**config.mk**
```make
export PLATFORM = sky130hd
export DESIGN_NAME = calendar_day_number_converter_top
export DESIGN_NICKNAME = d
export VERILOG_FILES = /design/src/rtl/core/cdn_pkg.sv /design/src/rtl/core/calendar_day_number_converter_top.sv /design/src/rtl/core/cdn_decode.sv /design/src/rtl/core/cdn_encode.sv
export SDC_FILE = /design/constraint.sdc
export NUM_CORES = 2
export LEC_CHECK = 0
export BUFFER_PORTS_ARGS = -buffer_cell sky130_fd_sc_hd__buf_2
export CAP_MARGIN = 20
export CORE_ASPECT_RATIO = 1.2
export CORE_MARGIN = 5
export CORE_UTILIZATION = 30
export CTS_CLUSTER_DIAMETER = 60
export CTS_CLUSTER_SIZE = 20
export DETAILED_ROUTE_END_ITERATION = 16
export PLACE_DENSITY = 0.45
export SLEW_MARGIN = 0
export SYNTH_ARGS = -nofsm -noshare
export SYNTH_HDL_FRONTEND = slang
export SYNTH_SLANG_ARGS = --single-unit
```
**constraint.sdc**
```tcl
create_clock -name clk_i -period 10 [get_ports clk_i]
set_input_delay 0.5 -clock clk_i [delete_from_list [all_inputs] [get_ports clk_i]]
set_output_delay 0.5 -clock clk_i [all_outputs]
set_load 0.02 [all_outputs]
```
**src/rtl/core/cdn_pkg.sv**
```systemverilog
`default_nettype none

package cdn_pkg;

  localparam int unsigned DayW         = 22;
  localparam int unsigned YearW        = 14;
  localparam int unsigned ShortYearInW = 7;
  localparam int unsigned MonthW       = 4;
  localparam int unsigned MdayW        = 5;
  localparam int unsigned ShortW       = 7;
  localparam int unsigned WdayW        = 3;

  localparam logic [DayW-1:0] DayMax = '1;

  localparam int unsigned Days200          = 73049;
  localparam int unsigned Days4            = 1461;
  localparam int unsigned Days1            = 365;
  localparam int unsigned ShiftYears       = 199;
  localparam int unsigned CenturyBase      = 1900;
  localparam int unsigned WeekStart        = 1;
  localparam int unsigned YearsPerCycle    = 200;
  localparam int unsigned YearsPerLeap     = 4;
  localparam int unsigned YearsPerCentury  = 100;
  localparam int unsigned MonthsPerYear    = 12;
  localparam int unsigned YearBias         = Days200 - Days1;

  // Exact division by constants: x / d == (x * ceil(2^k / d)) >> k for the
  // stated input width, with k the input width plus the bit length of d.
  localparam int unsigned RestW        = 23;
  localparam int unsigned C200W        = 6;
  localparam int unsigned C200Shift    = 40;
  localparam int unsigned C200RecipW   = 24;
  localparam longint unsigned C200Recip = ((64'd1 << C200Shift) + Days200 - 1) / Days200;

  localparam int unsigned Rest2W       = 17;
  localparam int unsigned C4W          = 6;
  localparam int unsigned C4Shift      = 28;
  localparam int unsigned C4RecipW     = 18;
  localparam longint unsigned C4Recip = ((64'd1 << C4Shift) + Days4 - 1) / Days4;

  localparam int unsigned Rest3W       = 11;
  localparam int unsigned DoyW         = 9;

  localparam int unsigned ShiftYearW   = 15;
  localparam int unsigned Q200W        = 7;
  localparam int unsigned Y200Shift    = 23;
  localparam int unsigned Y200RecipW   = 16;
  localparam longint unsigned Y200Recip =
    ((64'd1 << Y200Shift) + YearsPerCycle - 1) / YearsPerCycle;

  localparam int unsigned Y100Shift    = 21;
  localparam int unsigned Y100RecipW   = 15;
  localparam longint unsigned Y100Recip =
    ((64'd1 << Y100Shift) + YearsPerCentury - 1) / YearsPerCentury;

  localparam int unsigned DecStages = 8;
  localparam int unsigned EncStages = 4;
  localparam int unsigned Latency   = DecStages + 1;

  typedef enum logic {
    KindToDate = 1'b0,
    KindToDays = 1'b1
  } cdn_kind_e;

  typedef struct packed {
    logic [DayW-1:0]   day_count;
    logic [YearW-1:0]  year;
    logic [MonthW-1:0] month;
    logic [MdayW-1:0]  mday;
    logic [ShortW-1:0] short_year;
    logic [WdayW-1:0]  weekday;
  } cdn_date_t;

  typedef struct packed {
    logic [DayW-1:0]  day_count;
    logic [YearW-1:0] year;
  } cdn_days_t;

  // Days in the months before month index idx (0 is January).
  function automatic logic [DoyW-1:0] cum_days(input logic leap, input logic [MonthW-1:0] idx);
    logic [DoyW-1:0] base;
    case (idx)
      4'd0:    base = 9'd0;
      4'd1:    base = 9'd31;
      4'd2:    base = 9'd59;
      4'd3:    base = 9'd90;
      4'd4:    base = 9'd120;
      4'd5:    base = 9'd151;
      4'd6:    base = 9'd181;
      4'd7:    base = 9'd212;
      4'd8:    base = 9'd243;
      4'd9:    base = 9'd273;
      4'd10:   base = 9'd304;
      4'd11:   base = 9'd334;
      default: base = 9'd365;
    endcase
    return base + ((leap && (idx >= 4'd2)) ? 9'd1 : 9'd0);
  endfunction

endpackage

`default_nettype wire

```
**src/rtl/core/calendar_day_number_converter_top.sv**
```systemverilog
`default_nettype none

// Converts a day number (day 0 is 1 January of year 0, leap years every
// fourth year except multiples of 200) into year, month, day of month,
// two-digit year and weekday, or a year, month and day into a day number,
// as selected by kind_i. A command is taken whenever start_i is high; busy_o
// never rises, so a new command may be issued in every cycle. The result of
// each command appears on the output ports for exactly one cycle with done_o
// high, once it has passed the pipeline and output register, and results
// leave in command order. The receiver cannot hold a result off, so
// it must take every transfer that done_o marks. The decode pipeline sets the
// latency; it divides by the 200-year and 4-year cycle lengths with two
// chained reciprocal multipliers; the encode path is delayed to match.
module calendar_day_number_converter_top
  import cdn_pkg::*;
#(
  parameter int unsigned MaxYear = 9999
) (
  input  logic                    clk_i,
  input  logic                    rst_ni,
  input  logic                    start_i,
  output logic                    busy_o,
  input  logic                    kind_i,
  input  logic [DayW-1:0]         day_number_i,
  input  logic [YearW-1:0]        year_in_i,
  input  logic [ShortYearInW-1:0] short_year_in_i,
  input  logic [MonthW-1:0]       month_in_i,
  input  logic [MdayW-1:0]        mday_in_i,
  output logic                    done_o,
  output logic [DayW-1:0]         day_count_o,
  output logic [YearW-1:0]        year_out_o,
  output logic [MonthW-1:0]       month_out_o,
  output logic [MdayW-1:0]        mday_out_o,
  output logic [ShortW-1:0]       short_year_out_o,
  output logic [WdayW-1:0]        weekday_o
);

  logic                 accept;
  logic [DecStages-1:0] vld_d, vld_q;
  cdn_kind_e            kind_q [DecStages];
  cdn_date_t            dec_date;
  cdn_days_t            enc_days;
  cdn_date_t            out_d, out_q;
  logic                 done_q;

  assign busy_o = 1'b0;
  assign accept = start_i && !busy_o;
  assign vld_d  = {vld_q[DecStages-2:0], accept};

  cdn_decode #(
    .MaxYear(MaxYear)
  ) u_decode (
    .clk_i       (clk_i),
    .day_number_i(day_number_i),
    .date_o      (dec_date)
  );

  cdn_encode #(
    .MaxYear(MaxYear)
  ) u_encode (
    .clk_i          (clk_i),
    .year_in_i      (year_in_i),
    .short_year_in_i(short_year_in_i),
    .month_in_i     (month_in_i),
    .mday_in_i      (mday_in_i),
    .days_o         (enc_days)
  );

  always_comb begin
    out_d = dec_date;
    if (kind_q[DecStages-1] == KindToDays) begin
      out_d            = '0;
      out_d.day_count  = enc_days.day_count;
      out_d.year       = enc_days.year;
    end
  end

  always_ff @(posedge clk_i or negedge rst_ni) begin
    if (!rst_ni) begin
      vld_q  <= '0;
      done_q <= 1'b0;
    end else begin
      vld_q  <= vld_d;
      done_q <= vld_q[DecStages-1];
    end
  end

  always_ff @(posedge clk_i) begin
    kind_q[0] <= cdn_kind_e'(kind_i);
    for (int i = 1; i < DecStages; i++) begin
      kind_q[i] <= kind_q[i-1];
    end
    out_q <= out_d;
  end

  assign done_o           = done_q;
  assign day_count_o      = out_q.day_count;
  assign year_out_o       = out_q.year;
  assign month_out_o      = out_q.month;
  assign mday_out_o       = out_q.mday;
  assign short_year_out_o = out_q.short_year;
  assign weekday_o        = out_q.weekday;

endmodule

`default_nettype wire

```
**src/rtl/core/cdn_decode.sv**
```systemverilog
`default_nettype none

module cdn_decode
  import cdn_pkg::*;
#(
  parameter int unsigned MaxYear = 9999
) (
  input  logic            clk_i,
  input  logic [DayW-1:0] day_number_i,
  output cdn_date_t       date_o
);

  localparam longint unsigned LastShift = 64'(MaxYear) + 64'd1 + 64'(ShiftYears);
  localparam longint unsigned LastRaw   = LastShift * Days1 + LastShift / 4
                                          - LastShift / YearsPerCycle - YearBias - 1;
  localparam logic [DayW-1:0] LastDay   = (LastRaw > 64'(DayMax)) ? DayMax : DayW'(LastRaw);
  localparam int unsigned OctDigits = (RestW + 2) / 3;
  localparam int unsigned WkW       = 3 * OctDigits;
  localparam int unsigned WsumW     = 6;
  localparam int unsigned YearCalcW = 16;

  logic [DayW-1:0]   s1_dn_d, s1_dn_q;
  logic [RestW-1:0]  s1_rest_d, s1_rest_q;

  logic [DayW-1:0]   s2_dn_q;
  logic [RestW-1:0]  s2_rest_q;
  logic [C200W-1:0]  s2_c200_d, s2_c200_q;
  logic [WsumW-1:0]  s2_wsum_d, s2_wsum_q;

  logic [DayW-1:0]   s3_dn_q;
  logic [C200W-1:0]  s3_c200_q;
  logic [Rest2W-1:0] s3_rest2_d, s3_rest2_q;
  logic [3:0]        s3_wfold_d, s3_wfold_q;

  logic [DayW-1:0]   s4_dn_q;
  logic [C200W-1:0]  s4_c200_q;
  logic [Rest2W-1:0] s4_rest2_q;
  logic [C4W-1:0]    s4_c4_d, s4_c4_q;
  logic [WdayW-1:0]  s4_wd_d, s4_wd_q;

  logic [DayW-1:0]   s5_dn_q;
  logic [C200W-1:0]  s5_c200_q;
  logic [C4W-1:0]    s5_c4_q;
  logic [WdayW-1:0]  s5_wd_q;
  logic [Rest3W-1:0] s5_rest3_d, s5_rest3_q;

  logic [DayW-1:0]   s6_dn_q;
  logic [WdayW-1:0]  s6_wd_q;
  logic [DoyW-1:0]   s6_doy_d, s6_doy_q;
  logic              s6_leap_d, s6_leap_q;
  logic [YearW-1:0]  s6_year_d, s6_year_q;

  logic [DayW-1:0]   s7_dn_q;
  logic [WdayW-1:0]  s7_wd_q;
  logic [YearW-1:0]  s7_year_q;
  logic [MonthW-1:0] s7_month_d, s7_month_q;
  logic [MdayW-1:0]  s7_mday_d, s7_mday_q;
  logic [ShortW-1:0] s7_yq_d, s7_yq_q;

  logic [DayW-1:0]   s8_dn_q;
  logic [WdayW-1:0]  s8_wd_q;
  logic [YearW-1:0]  s8_year_q;
  logic [MonthW-1:0] s8_month_q;
  logic [MdayW-1:0]  s8_mday_q;
  logic [ShortW-1:0] s8_short_d, s8_short_q;

  logic [RestW+C200RecipW-1:0]  prod200;
  logic [Rest2W+C4RecipW-1:0]   prod1461;
  logic [YearW+Y100RecipW-1:0]  prod100;
  logic [WkW-1:0]               wk;
  logic [WdayW-1:0]             wfold2;
  logic [1:0]                   c1;
  logic [MonthW-1:0]            cnt;

  always_comb begin
    s1_dn_d   = (day_number_i > LastDay) ? LastDay : day_number_i;
    s1_rest_d = RestW'(s1_dn_d) + RestW'(YearBias);

    prod200   = s1_rest_q * C200RecipW'(C200Recip);
    s2_c200_d = prod200[C200Shift +: C200W];
    wk        = WkW'(s1_dn_q) + WkW'(WeekStart);
    s2_wsum_d = '0;
    for (int i = 0; i < OctDigits; i++) begin
      s2_wsum_d = s2_wsum_d + WsumW'(wk[3*i +: 3]);
    end

    s3_rest2_d = Rest2W'(s2_rest_q - RestW'(s2_c200_q) * RestW'(Days200));
    s3_wfold_d = 4'(s2_wsum_q[5:3]) + 4'(s2_wsum_q[2:0]);

    prod1461 = s3_rest2_q * C4RecipW'(C4Recip);
    s4_c4_d  = prod1461[C4Shift +: C4W];
    wfold2   = WdayW'(s3_wfold_q[3]) + s3_wfold_q[2:0];
    s4_wd_d  = (wfold2 == 3'd7) ? '0 : wfold2;

    s5_rest3_d = Rest3W'(s4_rest2_q - Rest2W'(s4_c4_q) * Rest2W'(Days4));

    if (s5_rest3_q >= Rest3W'(3 * Days1)) begin
      c1 = 2'd3;
    end else if (s5_rest3_q >= Rest3W'(2 * Days1)) begin
      c1 = 2'd2;
    end else if (s5_rest3_q >= Rest3W'(Days1)) begin
      c1 = 2'd1;
    end else begin
      c1 = 2'd0;
    end
    s6_doy_d  = DoyW'(s5_rest3_q - Rest3W'(c1) * Rest3W'(Days1));
    s6_leap_d = (c1 == 2'd3) && (s5_c4_q != C4W'(Days200 / Days4));
    s6_year_d = YearW'(YearCalcW'(s5_c200_q) * YearCalcW'(YearsPerCycle)
                       + YearCalcW'(s5_c4_q) * YearCalcW'(YearsPerLeap)
                       + YearCalcW'(c1) - YearCalcW'(ShiftYears));

    cnt = '0;
    for (int k = 1; k < MonthsPerYear; k++) begin
      if (s6_doy_q >= cum_days(s6_leap_q, MonthW'(k))) begin
        cnt = cnt + 4'd1;
      end
    end
    s7_month_d = cnt + 4'd1;
    s7_mday_d  = MdayW'(s6_doy_q - cum_days(s6_leap_q, cnt) + 9'd1);
    prod100    = s6_year_q * Y100RecipW'(Y100Recip);
    s7_yq_d    = prod100[Y100Shift +: ShortW];

    s8_short_d = ShortW'(s7_year_q - YearW'(s7_yq_q) * YearW'(YearsPerCentury));
  end

  always_ff @(posedge clk_i) begin
    s1_dn_q    <= s1_dn_d;
    s1_rest_q  <= s1_rest_d;

    s2_dn_q    <= s1_dn_q;
    s2_rest_q  <= s1_rest_q;
    s2_c200_q  <= s2_c200_d;
    s2_wsum_q  <= s2_wsum_d;

    s3_dn_q    <= s2_dn_q;
    s3_c200_q  <= s2_c200_q;
    s3_rest2_q <= s3_rest2_d;
    s3_wfold_q <= s3_wfold_d;

    s4_dn_q    <= s3_dn_q;
    s4_c200_q  <= s3_c200_q;
    s4_rest2_q <= s3_rest2_q;
    s4_c4_q    <= s4_c4_d;
    s4_wd_q    <= s4_wd_d;

    s5_dn_q    <= s4_dn_q;
    s5_c200_q  <= s4_c200_q;
    s5_c4_q    <= s4_c4_q;
    s5_wd_q    <= s4_wd_q;
    s5_rest3_q <= s5_rest3_d;

    s6_dn_q    <= s5_dn_q;
    s6_wd_q    <= s5_wd_q;
    s6_doy_q   <= s6_doy_d;
    s6_leap_q  <= s6_leap_d;
    s6_year_q  <= s6_year_d;

    s7_dn_q    <= s6_dn_q;
    s7_wd_q    <= s6_wd_q;
    s7_year_q  <= s6_year_q;
    s7_month_q <= s7_month_d;
    s7_mday_q  <= s7_mday_d;
    s7_yq_q    <= s7_yq_d;

    s8_dn_q    <= s7_dn_q;
    s8_wd_q    <= s7_wd_q;
    s8_year_q  <= s7_year_q;
    s8_month_q <= s7_month_q;
    s8_mday_q  <= s7_mday_q;
    s8_short_q <= s8_short_d;
  end

  assign date_o = '{
    day_count:  s8_dn_q,
    year:       s8_year_q,
    month:      s8_month_q,
    mday:       s8_mday_q,
    short_year: s8_short_q,
    weekday:    s8_wd_q
  };

endmodule

`default_nettype wire

```
**src/rtl/core/cdn_encode.sv**
```systemverilog
`default_nettype none

module cdn_encode
  import cdn_pkg::*;
#(
  parameter int unsigned MaxYear = 9999
) (
  input  logic                    clk_i,
  input  logic [YearW-1:0]        year_in_i,
  input  logic [ShortYearInW-1:0] short_year_in_i,
  input  logic [MonthW-1:0]       month_in_i,
  input  logic [MdayW-1:0]        mday_in_i,
  output cdn_days_t               days_o
);

  localparam int unsigned MaxYearCmpW = 17;
  localparam int unsigned S365W       = 23;
  localparam int unsigned RemW        = 8;
  localparam int unsigned TotW        = 25;
  localparam int unsigned EncDelay    = DecStages - EncStages;

  logic [YearW-1:0]      yf;
  logic [YearW-1:0]      e1_year_d, e1_year_q;
  logic [MonthW-1:0]     e1_mon_d, e1_mon_q;
  logic [MdayW-1:0]      e1_mday_q;

  logic [ShiftYearW-1:0] s_sum;
  logic [ShiftYearW+Y200RecipW-1:0] prod200;
  logic [ShiftYearW-1:0] e2_s_q;
  logic [Q200W-1:0]      e2_q_d, e2_q_q;
  logic [S365W-1:0]      e2_s365_d, e2_s365_q;
  logic [YearW-1:0]      e2_year_q;
  logic [MonthW-1:0]     e2_mon_q;
  logic [MdayW-1:0]      e2_mday_q;

  logic [RemW-1:0]       rem;
  logic [S365W-1:0]      e3_ys_d, e3_ys_q;
  logic                  e3_leap_d, e3_leap_q;
  logic [YearW-1:0]      e3_year_q;
  logic [MonthW-1:0]     e3_mon_q;
  logic [MdayW-1:0]      e3_mday_q;

  logic [TotW-1:0]       tot, tot_m1;
  cdn_days_t             e4_d, e4_q;
  cdn_days_t             dly_q [EncDelay];

  always_comb begin
    yf = ((year_in_i == '0) && (short_year_in_i != '0))
         ? YearW'(CenturyBase) + YearW'(short_year_in_i) : year_in_i;
    e1_year_d = (MaxYearCmpW'(yf) > MaxYearCmpW'(MaxYear)) ? YearW'(MaxYear) : yf;
    if (month_in_i == '0) begin
      e1_mon_d = 4'd1;
    end else if (month_in_i > MonthW'(MonthsPerYear + 1)) begin
      e1_mon_d = MonthW'(MonthsPerYear + 1);
    end else begin
      e1_mon_d = month_in_i;
    end

    s_sum     = ShiftYearW'(e1_year_q) + ShiftYearW'(ShiftYears);
    prod200   = s_sum * Y200RecipW'(Y200Recip);
    e2_q_d    = prod200[Y200Shift +: Q200W];
    e2_s365_d = S365W'(s_sum) * S365W'(Days1);

    e3_ys_d   = e2_s365_q + S365W'(e2_s_q >> 2) - S365W'(e2_q_q) - S365W'(YearBias);
    rem       = RemW'(e2_s_q - ShiftYearW'(e2_q_q) * ShiftYearW'(YearsPerCycle));
    e3_leap_d = (e2_year_q[1:0] == 2'b00) && (rem != RemW'(ShiftYears));

    tot    = TotW'(e3_ys_q) + TotW'(cum_days(e3_leap_q, e3_mon_q - 4'd1)) + TotW'(e3_mday_q);
    tot_m1 = tot - TotW'(1);
    e4_d.year = e3_year_q;
    if (tot == '0) begin
      e4_d.day_count = '0;
    end else if (tot_m1 > TotW'(DayMax)) begin
      e4_d.day_count = DayMax;
    end else begin
      e4_d.day_count = tot_m1[DayW-1:0];
    end
  end

  always_ff @(posedge clk_i) begin
    e1_year_q <= e1_year_d;
    e1_mon_q  <= e1_mon_d;
    e1_mday_q <= mday_in_i;

    e2_s_q    <= s_sum;
    e2_q_q    <= e2_q_d;
    e2_s365_q <= e2_s365_d;
    e2_year_q <= e1_year_q;
    e2_mon_q  <= e1_mon_q;
    e2_mday_q <= e1_mday_q;

    e3_ys_q   <= e3_ys_d;
    e3_leap_q <= e3_leap_d;
    e3_year_q <= e2_year_q;
    e3_mon_q  <= e2_mon_q;
    e3_mday_q <= e2_mday_q;

    e4_q      <= e4_d;
    dly_q[0]  <= e4_q;
    for (int i = 1; i < EncDelay; i++) begin
      dly_q[i] <= dly_q[i-1];
    end
  end

  assign days_o = dly_q[EncDelay-1];

endmodule

`default_nettype wire

```
* Word level (Yosys, flattened, before mapping)
Memories as Yosys holds them, arrays and structs flattened.
Cells that the tools add are included.
** Word-level totals
- ROM bits :: 288
- Bits in registers :: 638
- Memories :: 4
- Output and inout bits :: 57
- Bits in writable memories :: 152
** Memories
- (no name shown) :: words 16, bits a word 9, read ports 1, clocked after Yosys merged registers in 0, write ports 0, RTL line cdn_pkg.sv:82 : case (idx)
- (no name shown) :: words 16, bits a word 9, read ports 1, clocked after Yosys merged registers in 0, write ports 0, RTL line cdn_pkg.sv:82
- u_encode.dly_q :: words 4, bits a word 36, read ports 4, clocked after Yosys merged registers in 0, write ports 4, RTL line cdn_encode.sv:45 : cdn_days_t dly_q [EncDelay];
- kind_q :: words 8, bits a word 1, read ports 8, clocked after Yosys merged registers in 0, write ports 8, RTL line calendar_day_number_converter_top.sv:40 : cdn_kind_e kind_q [DecStages];
** Cells by class
- $lt $le $gt $ge :: 20
- Eq/ne operators :: 4
- Multipliers :: 11
- Mux-type cells :: 22
- Reductions and logical operators :: 11
- $add $sub $neg :: 53
** Operator list (count)
- $ge 9x9->1 :: 10
- $mux 55 :: 1
- $mul 23x22->44 const B :: 1
- $mux 22 :: 2
- $mux 4 :: 11
- $add 4x1->4 const B :: 10
- $add 6x3->6 :: 6
- $add 8x9->9 const A :: 4
- $mul 17x18->34 const B :: 1
- $add 9x9->9 const A :: 3
- $mul 15x13->27 const B :: 1
- $mul 14x13->26 const B :: 1
- $add 25x5->25 :: 1
- $gt 25x22->1 const B :: 1
- $logic_not 25->1 :: 1
- $sub 25x1->25 const B :: 1
- $add 23x9->24 :: 1
- $add 22x1->23 const B :: 1
- $add 22x17->23 const B :: 1
- $add 23x13->23 :: 1
- $mul 15x9->23 const B :: 1
- $sub 23x17->23 const B :: 1
- $sub 23x7->23 :: 1
- $gt 22x22->1 const B :: 1
- other kinds (45) :: 58

* Logic depth before layout (Yosys ltp)
- Depth after elaboration :: 28
- Gate-level depth with buffers :: 54
- Gate-level depth less buffers :: 54

* Hierarchy
From an unflattened synthesis, not the netlist that was laid out.
** Second synthesis, totals
- Cell total of the unflattened synthesis :: 4699
- Area, all modules :: 51448.1 um^2
** Modules (own cells, without submodules)
- cdn_decode :: area an instance 32910.3 um^2, instances 1, cells each 3016
- cdn_encode :: area an instance 16311.9 um^2, instances 1, cells each 1548
- calendar_day_number_converter_top :: area an instance 2225.9 um^2, instances 1, cells each 135

* Worst setup path before layout
Ideal clock, no wire load.
- Path type :: register -> register
- Start point :: register u_decode.s6_leap_q
- End point :: register u_decode.s7_mday_q[4]
- Data required time :: 9888 ps
- Path buffers :: 1
- Clock period less this slack :: 9159 ps
- Slack :: 841 ps
- Stages on the path, launching flop included :: 51
- Arrival time :: 9047 ps
- Path through :: dfxtp_1 -> inv_1 -> ha_1 -> nand2b_1 -> a21o_1 -> a21oi_1 -> o21ai_0 -> inv_1 -> ha_1 -> clkbuf_1 -> xor2_1 -> ha_1 -> nor2_1 -> nor2_1 -> ha_1 -> o2bb2ai_1 -> ha_1 -> mux2i_1 -> (+15 left out) -> inv_1 -> nand2_1 -> ha_1 -> nor2_1 -> a31oi_1 -> ha_1 -> mux2_1 -> ha_1 -> inv_1 -> fa_1 -> ha_1 -> a21o_1 -> a21oi_1 -> xnor2_1 -> nand2b_1 -> or4_1 -> nand4_1 -> nor2_1
** Between the ends
- Cells in the longest elaborated chain, start to end :: 28
** RTL lines
- start, declared :: RTL line cdn_decode.sv:50 : logic s6_leap_d, s6_leap_q;
- start signal, assigned :: RTL line cdn_decode.sv:155 : s6_leap_q <= s6_leap_d;
- $mux 1 :: RTL line cdn_pkg.sv:97 : return base + ((leap && (idx >= 4'd2)) ? 9'd1 : 9'd0);
- $add 6x9->9 :: RTL line cdn_pkg.sv:97
- $ge 9x9->1 :: RTL line cdn_decode.sv:114 : if (s6_doy_q >= cum_days(s6_leap_q, MonthW'(k))) begin
- $mux 4 :: RTL line cdn_decode.sv:114
- $add 4x1->4 :: RTL line cdn_decode.sv:115 : cnt = cnt + 4'd1;
- $mux 4 :: RTL line cdn_decode.sv:114
- $add 4x1->4 :: RTL line cdn_decode.sv:115
- $mux 4 :: RTL line cdn_decode.sv:114
- (+13 left out)
- $mux 4 :: RTL line cdn_decode.sv:114
- $ge 4x2->1 :: RTL line cdn_pkg.sv:97
- $logic_and 1x1->1 :: RTL line cdn_pkg.sv:97
- $mux 1 :: RTL line cdn_pkg.sv:97
- $add 5x5->5 (*) :: RTL line cdn_pkg.sv:97
- $sub 5x5->5 (*) :: RTL line cdn_decode.sv:119 : s7_mday_d = MdayW'(s6_doy_q - cum_days(s6_leap_q, cnt) + 9'd1);
- $add 5x1->5 (*) :: RTL line cdn_decode.sv:119
- net u_decode.s7_mday_d[4] :: RTL line cdn_decode.sv:57 : logic [MdayW-1:0] s7_mday_d, s7_mday_q;
- end signal, assigned :: RTL line cdn_decode.sv:162 : s7_mday_q <= s7_mday_d;
- end, declared :: RTL line cdn_decode.sv:57
Mark *: on every way through the listed nets, which the timed path passes. The rest lies on a longest branch.
A chain may end at the register's enable or synchronous reset.

* Worst setup path in the final report
Same ends and word-level chain as after synthesis.

==> qor.yml <==
worst_hold_path:
  holdPathStages: 1
  min-delay-start: "mday_in_i[4]"
  holdPathEnd: "u_encode.e1_mday_q[4]"
  hold_path_class: "in -> reg"
sta:
  tightest_slew_ns: 1.06
  final.setup_skew_ns: 0.0334
  max_clock_freq_mhz: 108
  setup_tns_ns: 0
  hold_viol: 0
  timing.final.crit_share: 0.922
  finalSetupViolCount: 0
  slew_viol_final: 0
  period_minus_slack_ns: 9.22
  max_slew_margin: 0.284
die:
  die-area_mm2: 0.181
  core_region_area_mm2: 0.171
  rows: 166
  start_util: 0.302
  die_h_um: 465
  dieWidth_um: 389
  ios: 113
clocking:
  cts.sinks: 780
  cts_tree: "built"
  htree_levels: 3
  cts_buffer_depth: 3
  clk_pin_slew_ns: 0.07
  insertion_delay_ns: 0.65
  root_buffer: "clkbuf_16"
  numCtsBuffers: 70
setup_path:
  r2r_slack_ns: 0.78
  crit_type: "reg -> reg"
  critPathLaunchType: "register"
  crit_slowest_cell: "fa_1"
  worstPathMaxFanout: 6
  critical_path.most_common_cell: "ha_1"
  path_buf_inv: 5
  crit_family: "adder cells"
  worstSetupPathDepth: 48
  cp-end-kind: "register"
  reg2reg_to: "u_decode.s7_mday_q[4]"
  critical_path_arrival_ns: 9.76
  required_ns: 10.55
  critPathMaxStageDelay_ns: 0.41
  r2r_start: "u_decode.s6_leap_q"
  ff2ff_path_depth: 48
synthesis:
  synthTopCellsByArea: "dfxtp_1 30%, fa_1 24%, ha_1 19%"
  synth-adder-area-share: 0.429
  async_reset_ff_frac: 0.0115
  synth_warnings: 0
  synth_compound_area_frac: 0.0703
  netlist.area_leader.share: 0.299
  synth.area.mux_share: 0.00983
  syn-instance-count: 4735
  synth_area_mm2: 0.0517
  synth.distinct_cells: 99
  synth_area_leader_cell: "dfxtp_1"
  ys_seq_elements: 780
  synth-main-ff-cell: "dfxtp_1"
  yosysSeqAreaShare: 0.303
  synth_edf_count: 0
  synthXorXnorAreaFrac: 0.0490
  yosys.area_share.simple: 0.0594
  synth_top_family_by_area: "adder cells"
  avgSynthCellArea_um2: 10.9
finish:
  seqCellArea_mm2: 0.0157
  final_util: 0.338
  fillers: 17400
  multi_input_area_mm2: 0.0319
  area_growth_pct: 11.7
  nets: 6384
  drive_gt1_frac: 0.0698
place:
  io_buffers: 111
  dp_hpwl_um: 92200
  gp_congestion: 0.814
global_route:
  antenna_found_initial: 17
  grt_pass1_wl_um: 183000
  grt_pass1_vias: 33500
  grt_use_total: 0.127
  grt_max_degree: 56
  overflow: 0
routing:
  firstDrtPassIters: 6
  drtIter0Drc: 1231
  post_drt_wl_per_cell_um: 15.4
  route.vias.total: 31000
  post-route-drc-count: 0
  finalWirelength_um: 111000
  ant_nets: 0
  vias_per_cell: 4.28
flow_run:
  cap_violations: 0
status:
  status: "finished, final reports clean"
==> Yosys cell counts (9+ instances only) <==
cell type	n
nor3_1	54
ha_1	797
and3_1	31
a211o_1	13
or3_1	19
a21oi_1	153
clkbuf_1	30
xnor2_1	188
and2_1	17
nor2_1	126
o211ai_1	18
o21a_1	30
nand2_1	123
a31oi_1	25
nand2b_1	38
a211oi_1	19
nor2b_1	49
a21boi_0	18
xor2_1	88
mux2_2	36
o21bai_1	17
nor4_1	11
nand3_1	50
a21o_1	67
dfrtp_1	9
fa_1	608
or2_2	10
o21ai_0	89
inv_1	1041
nand4_1	26
dfxtp_1	771
==> metrics by stage <==
stage	std cells	hold slack [ns]	instance area (um^2)	setup slack [ns]
after global placement	7104	0.310	55100	0.384
after CTS	7237	0.00670	57700	0.161
after floorplan	4736	0.204	51700	0.841
after global routing	7240	0.0177	57700	-0.0175
after detailed placement	7104	0.312	55100	0.223
final	7242	0.0567	57700	0.783
==> per-layer routing <==
layer	part of all wire	vias up	global-route usage
met1	0.48	15000	0.175
met4	0.018	0	0.0245
li1	-	15500	-
met5	0	-	0
met2	0.47	350	0.212
met3	0.030	108	0.0189
==> how the worst max path moves through the flow <==
stage	slack, ns	startpoint	endpoint
6_report	0.78	u_decode.s6_leap_q	u_decode.s7_mday_q[4]
5_1_grt	-0.02	u_decode.s6_doy_q[0]	u_decode.s7_mday_q[4]
4_1_cts	0.16	u_decode.s6_leap_q	u_decode.s7_mday_q[4]
3_5_place_dp	0.22	u_decode.s6_leap_q	u_decode.s7_mday_q[4]
3_3_place_gp	0.38	u_decode.s6_leap_q	u_decode.s7_mday_q[4]
2_1_floorplan	0.84	u_decode.s6_leap_q	u_decode.s7_mday_q[4]
==> registers in the layout, summed over array words and instances, names as in the netlist, 15 cells and up <==
name                 cells
u_decode.s7_dn_q        22
u_decode.s1_rest_q      21
u_encode.dly_q         144
u_decode.s2_dn_q        22
u_encode.e4_q           36
u_decode.s3_rest2_q     17
u_encode.e2_s365_q      21
u_encode.e3_ys_q        23
u_encode.e2_s_q         15
u_decode.s1_dn_q        22
day_count_o             22
u_decode.s8_dn_q        22
u_decode.s4_dn_q        22
u_decode.s2_rest_q      15
u_decode.s5_dn_q        22
u_decode.s3_dn_q        22
u_decode.s6_dn_q        22
==> kinds of logic after synthesis <==
| kind of cell | count (synthesis) |
|---|---|
| compound gates | 545 |
| xor+xnor | 281 |
| fa+ha+maj | 1405 |
| buf+inv | 1085 |
| flops | 780 |
| mux | 46 |
| other cells | 1 |
| simple gates | 592 |
==> layout make-up <==
type | count | share of cell area
clock buffers | 74 | 0.0313
multi-input cells | 2871 | 0.553
inverters | 1041 | 0.0677
clock inverters | 47 | 0.0109
repair buffers | 159 | 0.0164
well taps | 2268 | 0.0492
diodes | 2 | 0.0000867
flip-flops and latches | 780 | 0.271
==> what timing repair did <==
action / 4_1_cts / 5_1_grt
setup endpoints to repair: 0 / 1
hold buffers: 12 / 0
resized for setup: 0 / 9
setup buffers: 0 / 3
endpoints found under the hold margin: 20 / 0
==> placed cells by master (no fill, tap or decap), types with 38 or more instances in the layout <==
cell / synthesis / final
xor2_1: 88 / 88
nor3_1: 54 / 54
clkbuf_16: 0 / 72
nor2b_1: 49 / 49
a21o_1: 67 / 67
ha_1: 797 / 796
nor2_1: 126 / 126
o21ai_0: 89 / 88
buf_2: 8 / 111
nand3_1: 50 / 50
fa_1: 608 / 608
dfxtp_1: 771 / 769
a21oi_1: 153 / 151
nand2_1: 123 / 123
xnor2_1: 188 / 187
inv_1: 1041 / 1040
nand2b_1: 38 / 38
Power is not shown: default switching activity piles up to over one toggle a cycle in this logic, so the estimate is an artifact.
